**config.mk**
```make
export PLATFORM = sky130hd
export DESIGN_NAME = tan_fifo
export DESIGN_NICKNAME = d
export VERILOG_FILES = /design/src/rtl/core/triangle_area_and_normal_defines.svh /design/src/rtl/core/tan_pkg.sv /design/src/rtl/core/tan_fifo.sv
export SDC_FILE = /design/constraint.sdc
export NUM_CORES = 1
export LEC_CHECK = 0
export ABC_AREA = 1
export BUFFER_PORTS_ARGS = -buffer_cell sky130_fd_sc_hd__buf_2
export CAP_MARGIN = 15
export CORE_MARGIN = 2
export CORE_UTILIZATION = 45
export DETAILED_ROUTE_END_ITERATION = 7
export GPL_TIMING_DRIVEN = 0
export PLACE_DENSITY = 0.68
export RECOVER_POWER = 100
export SLEW_MARGIN = 20
export SYNTH_ARGS = -nofsm -noshare
export SYNTH_HDL_FRONTEND = slang
export SYNTH_SLANG_ARGS = --single-unit
```
**constraint.sdc**
```tcl
create_clock -name clk -period 7.8 [get_ports clk]
set_input_delay 1.95 -clock clk [delete_from_list [all_inputs] [get_ports clk]]
set_output_delay 1.95 -clock clk [all_outputs]
set_load 0.01 [all_outputs]
```
**src/rtl/core/triangle_area_and_normal_defines.svh**
```systemverilog
// Assertion macros for the triangle area and normal top level.
`ifndef TRIANGLE_AREA_AND_NORMAL_DEFINES_SVH
`define TRIANGLE_AREA_AND_NORMAL_DEFINES_SVH

// Same-cycle implication, sampled on clk, off during reset.
`define TAN_ASSERT_IMPLY(label, ante, cons, msg) \
    label: assert property (@(posedge clk) disable iff (!rst_n) (ante) |-> (cons)) \
        else $error(msg);

// Next-cycle implication, sampled on clk, off during reset.
`define TAN_ASSERT_NEXT(label, ante, cons, msg) \
    label: assert property (@(posedge clk) disable iff (!rst_n) (ante) |=> (cons)) \
        else $error(msg);

`endif

```
**src/rtl/core/tan_pkg.sv**
```systemverilog
// Shared constants and types for the triangle area and normal block.
`timescale 1ns / 1ps
package tan_pkg;

    localparam int AREA_WIDTH = 36;
    localparam int NXY_WIDTH  = 16;
    localparam int NZ_WIDTH   = 15;
    localparam int FIFO_DEPTH = 8;
    localparam int PTR_WIDTH  = $clog2(FIFO_DEPTH);
    localparam int CNT_WIDTH  = $clog2(FIFO_DEPTH + 1);

    localparam logic [AREA_WIDTH-1:0] AREA_MAX = '1;

    typedef struct packed {
        logic                 full;
        logic                 empty;
        logic [CNT_WIDTH-1:0] count;
    } fifo_stat_t;

endpackage

```
**src/rtl/core/tan_fifo.sv**
```systemverilog
// Small queue between front and back ends, show-ahead read.
`timescale 1ns / 1ps
module tan_fifo #(
    parameter int WIDTH = 105
) (
    input  logic                clk,
    input  logic                rst_n,
    input  logic                push,
    input  logic [WIDTH-1:0]    push_data,
    input  logic                pop,
    output logic [WIDTH-1:0]    rd_data,
    output tan_pkg::fifo_stat_t stat
);
    import tan_pkg::*;

    logic [WIDTH-1:0]     mem [FIFO_DEPTH];
    logic [PTR_WIDTH-1:0] wr_ptr_reg;
    logic [PTR_WIDTH-1:0] rd_ptr_reg;
    logic [CNT_WIDTH-1:0] count_reg;

    always_ff @(posedge clk)
    begin
        if (push)
        begin
            mem[wr_ptr_reg] <= push_data;
        end
    end

    always_ff @(posedge clk or negedge rst_n)
    begin
        if (!rst_n)
        begin
            wr_ptr_reg <= '0;
            rd_ptr_reg <= '0;
            count_reg  <= '0;
        end
        else
        begin
            if (push)
            begin
                wr_ptr_reg <= wr_ptr_reg + PTR_WIDTH'(1);
            end
            if (pop)
            begin
                rd_ptr_reg <= rd_ptr_reg + PTR_WIDTH'(1);
            end
            unique case ({push, pop})
                2'b10:   count_reg <= count_reg + CNT_WIDTH'(1);
                2'b01:   count_reg <= count_reg - CNT_WIDTH'(1);
                default: count_reg <= count_reg;
            endcase
        end
    end

    assign rd_data    = mem[rd_ptr_reg];
    assign stat.count = count_reg;
    assign stat.empty = (count_reg == '0);
    assign stat.full  = (count_reg == CNT_WIDTH'(FIFO_DEPTH));

endmodule

```
==> run_results.csv <==
group,metric,value,unit
sta,fin_crit_sh,79.74,%
floorplan,floorplan.die_area,0.07535,mm^2
grt,grt_util_all_layers,23.90,%
place,numPortBuffers,219,
grt,first_global_vias,21950,
grt,gr-usage-met2,40.20,%
sta,max_slew.worst_pin.slew,1.902,ns
logic_synthesis,syn_inst,2448,
floorplan,fp.coreArea,0.07271,mm^2
sta,slew_violations,310,
worst_setup_path,path_class,"in2reg",
worst_setup_path,worst-path-max-fanout,18,
grt,grtUsageMet1,30.38,%
cts,tritoncts,"yes",
final_layout,n_fill_cell,6027,
grt,grt_antenna_before_repair,16,
sta,fin_skew,0.02179,ns
cts,cts_num_sinks,850,
final_layout,multi_input_area,0.006481,mm^2
cts,htreeDepth,3,
place,dp.final_hpwl,58380,um
worst_setup_path,timing.rr.end,"mem[7][77]$_DFFE_PP_",
status,status,"finished, violations left",
logic_synthesis,synth-warning-count,0,
routing,drt_iter0_markers,2569,
cts,cts.root.buffer_cell,"sky130_fd_sc_hd__clkbuf_16",
cts,cts_hold_repair.buffers,0,
logic_synthesis,yosysUniqueCellTypes,26,
pwr,p_leak,0.01254,uW
worst_setup_path,startpoint,"push",
cts,cts.repair.resized,0,
pwr,max-vdd-ir-drop,0.0002386,V
cts,worst_setup_hold_path_clk_slew,0.06,ns
floorplan,die_height,274.5,um
grt,grt_start_max_net_pins,23,
routing,drt-wirelength-per-cell,23.83,um
logic_synthesis,ys_seq_elements,850,
grt,grt_first_pass_wirelength,133600,um
floorplan,initial_utilization,45.28,%
final_layout,seqCellArea,0.02547,mm^2
routing,via_per_inst,5.748,
sta,finalSetupViolations,0,
worst_setup_path,endpoint,"mem[7][77]$_DFFE_PP_",
place,routabilityCongestion,0.7834,
final_layout,final_net_count,2914,
logic_synthesis,synth.cell_area,0.03293,mm^2
status,violated_checks,"capacitance limit, slew limit",
pwr,total_power,15100,uW
final_layout,area_added_between_synthesis_and_finish,14.95,%
routing,postRouteWirelength,91340,um
routing,drc,0,
grt,grt.busiest_layer,"met2",
routing,drt-pass1-iter-count,5,
cts,ctsLongestPathBuffers,3,
routing,ant_nets,0,
final_layout,final-instance-count-excl-fill,3833,
worst_setup_path,worst_ep_arrival_time,6.46,ns
worst_setup_path,reg2reg_setup_slack,2.69,ns
final_layout,post_route_cells_drive_above_1_share,6.906,%
floorplan,die_x,274.5,um
grt,grtUsageMet3,5.482,%
final_layout,number_of_flip_flops_in_the_largest_register,840,
grt,global_route.overflow_total,0,
flow_run,cap_viol_max_count,19,
cts,cts.repair_timing.setup_buffer_count,0,
routing,dr_total_vias,22030,
sta,worst_max_slew_margin_expressed_relative_to_the_limit,-27.27,%
sta,hold-worst-slack,0.5615,ns
sta,max_freq,160.8,MHz
worst_setup_path,critPathLaunchType,"input pin",
logic_synthesis,synth_sequential_area_ratio,77.37,%
pwr,power.density_cell_area,398.9,mW/mm^2
sta,grt_setup_unrepaired,"no",
worst_setup_path,worst_ep_required_time,8.04,ns
worst_setup_path,critical_path.endpoint_type,"flip-flop",
floorplan,std_cell_rows,99,
sta,period_minus_slack,6.220,ns
worst_setup_path,rr_startpoint,"wr_ptr_reg[0]$_DFFE_PN0P_",
sta,timing.final.hold_violations,0,
worst_setup_path,worst_r2r_path_depth,5,
place,placed_cells,3670,
cts,cts_made_buffers,87,
cts,clock_insertion_delay_worst_skew,0.63,ns
logic_synthesis,mappedNetlistNets,2562,
logic_synthesis,avgSynthCellArea,13.45,um^2
floorplan,floorplan.io_pins,220,
hold_path,timing.hold.worst.class,"reg2reg",
per-stage QoR:
stage	util (%)	TNS, ns	setup WS (ns)	cell area (um^2)
floorplan	-	0	0.5328	32930
finish	52.05	0	1.580	37850
global placement	48.44	-3059.65	-3.894	35220
CTS	53.67	0	2.746	39030
global route	52.05	0	1.369	37840
detailed placement	49.96	0	3.435	36330
where the power goes:
part | leakage (uW) | switching (uW) | total (uW) | internal (uW)
sequential | 0.00775 | 115 | 5660 | 5550
clock | 0.00133 | 1670 | 3960 | 2290
combinational | 0.00346 | 3990 | 5480 | 1500
total | 0.0125 | 5770 | 15100 | 9330
cell usage after synthesis:
cell | instances | share of area [%]
sky130_fd_sc_hd__o22ai_1 | 210 | 4.0
sky130_fd_sc_hd__edfxtp_1 | 840 | 77
sky130_fd_sc_hd__o21ai_1 | 65 | 0.99
sky130_fd_sc_hd__o21ai_0 | 358 | 5.4
sky130_fd_sc_hd__ha_1 | 5 | 0.19
sky130_fd_sc_hd__inv_8 | 1 | 0.034
sky130_fd_sc_hd__buf_8 | 2 | 0.091
sky130_fd_sc_hd__nand2_1 | 339 | 3.9
sky130_fd_sc_hd__clkinv_1 | 1 | 0.011
sky130_fd_sc_hd__nor3_1 | 1 | 0.015
sky130_fd_sc_hd__nand3_1 | 3 | 0.046
sky130_fd_sc_hd__clkbuf_1 | 76 | 0.87
sky130_fd_sc_hd__clkbuf_4 | 4 | 0.091
sky130_fd_sc_hd__buf_2 | 32 | 0.49
sky130_fd_sc_hd__inv_2 | 1 | 0.011
sky130_fd_sc_hd__buf_1 | 9 | 0.10
sky130_fd_sc_hd__nor2_1 | 432 | 4.9
sky130_fd_sc_hd__a21oi_1 | 1 | 0.015
sky130_fd_sc_hd__a31oi_1 | 1 | 0.019
sky130_fd_sc_hd__buf_6 | 22 | 0.75
sky130_fd_sc_hd__inv_1 | 10 | 0.11
sky130_fd_sc_hd__dfrtp_1 | 10 | 0.76
sky130_fd_sc_hd__xnor2_1 | 2 | 0.053
sky130_fd_sc_hd__buf_4 | 17 | 0.39
sky130_fd_sc_hd__xor2_1 | 3 | 0.080
sky130_fd_sc_hd__or2_2 | 3 | 0.057
cell families after synthesis:
| family | Yosys count | share of synthesized area, % |
|---|---|---|
| compound gates | 635 | 10.45 |
| xor+xnor | 5 | 0.1330 |
| fa+ha+maj | 5 | 0.1900 |
| buf+inv | 175 | 2.949 |
| flops | 850 | 77.37 |
| simple gates | 778 | 8.907 |
final cells by class:
class | instances | area share, %
Timing Repair Buffer | 263 | 2.721
Clock inverter | 45 | 0.9157
Tap cell | 959 | 3.170
Clock buffer | 111 | 6.215
Sequential cell | 850 | 67.31
Multi-Input combinational cell | 1423 | 17.12
Antenna cell | 7 | 0.04628
Buffer | 162 | 2.350
Inverter | 13 | 0.1488
worst max-delay path: stages:
cell                       delay (ns)
sky130_fd_sc_hd__clkbuf_1        0.17
sky130_fd_sc_hd__nand2_1         0.15
sky130_fd_sc_hd__nor2_1          1.13
sky130_fd_sc_hd__clkbuf_1        0.93
sky130_fd_sc_hd__clkbuf_1        1.13
sky130_fd_sc_hd__clkbuf_1        0.96
worst min path at each step:
stage	from	to	slack, ns	cells after the start
2_1_floorplan	wr_ptr_reg[0]$_DFFE_PN0P_	wr_ptr_reg[0]$_DFFE_PN0P_	0.49	2
3_3_place_gp	wr_ptr_reg[0]$_DFFE_PN0P_	wr_ptr_reg[0]$_DFFE_PN0P_	0.51	2
3_5_place_dp	count_reg[0]$_DFFE_PN0P_	count_reg[0]$_DFFE_PN0P_	0.54	1
4_1_cts	count_reg[0]$_DFFE_PN0P_	count_reg[0]$_DFFE_PN0P_	0.55	1
5_1_grt	count_reg[0]$_DFFE_PN0P_	count_reg[0]$_DFFE_PN0P_	0.59	1
6_report	count_reg[0]$_DFFE_PN0P_	count_reg[0]$_DFFE_PN0P_	0.56	1
cells in the final DEF, fill, tap and decap left out, types with 2 or more instances in the layout:
cell type,n
sky130_fd_sc_hd__o21ai_1,65
sky130_fd_sc_hd__clkinv_1,22
sky130_fd_sc_hd__buf_8,2
sky130_fd_sc_hd__clkinv_2,17
sky130_fd_sc_hd__inv_1,10
sky130_fd_sc_hd__nand2_1,339
sky130_fd_sc_hd__buf_1,9
sky130_fd_sc_hd__bufinv_16,5
sky130_fd_sc_hd__diode_2,7
sky130_fd_sc_hd__xor2_1,3
sky130_fd_sc_hd__edfxtp_1,840
sky130_fd_sc_hd__buf_6,20
sky130_fd_sc_hd__o22ai_1,210
sky130_fd_sc_hd__buf_2,35
sky130_fd_sc_hd__clkbuf_16,91
sky130_fd_sc_hd__or2_2,2
sky130_fd_sc_hd__buf_12,2
sky130_fd_sc_hd__clkbuf_4,4
sky130_fd_sc_hd__nor2_1,432
sky130_fd_sc_hd__o21ai_0,358
sky130_fd_sc_hd__xnor2_1,2
sky130_fd_sc_hd__clkbuf_1,357
sky130_fd_sc_hd__dfrtp_1,10
sky130_fd_sc_hd__ha_1,5
sky130_fd_sc_hd__clkinv_8,2
sky130_fd_sc_hd__nand3_1,3
sky130_fd_sc_hd__buf_4,16
layer usage:
metal	share of wire, %	vias to the layer above
met2	50	1178
met4	3.1	20
li1	-	9707
met5	0.15	-
met1	38	10920
met3	9.4	208
Note: power is estimated with default switching activity, not from simulation.
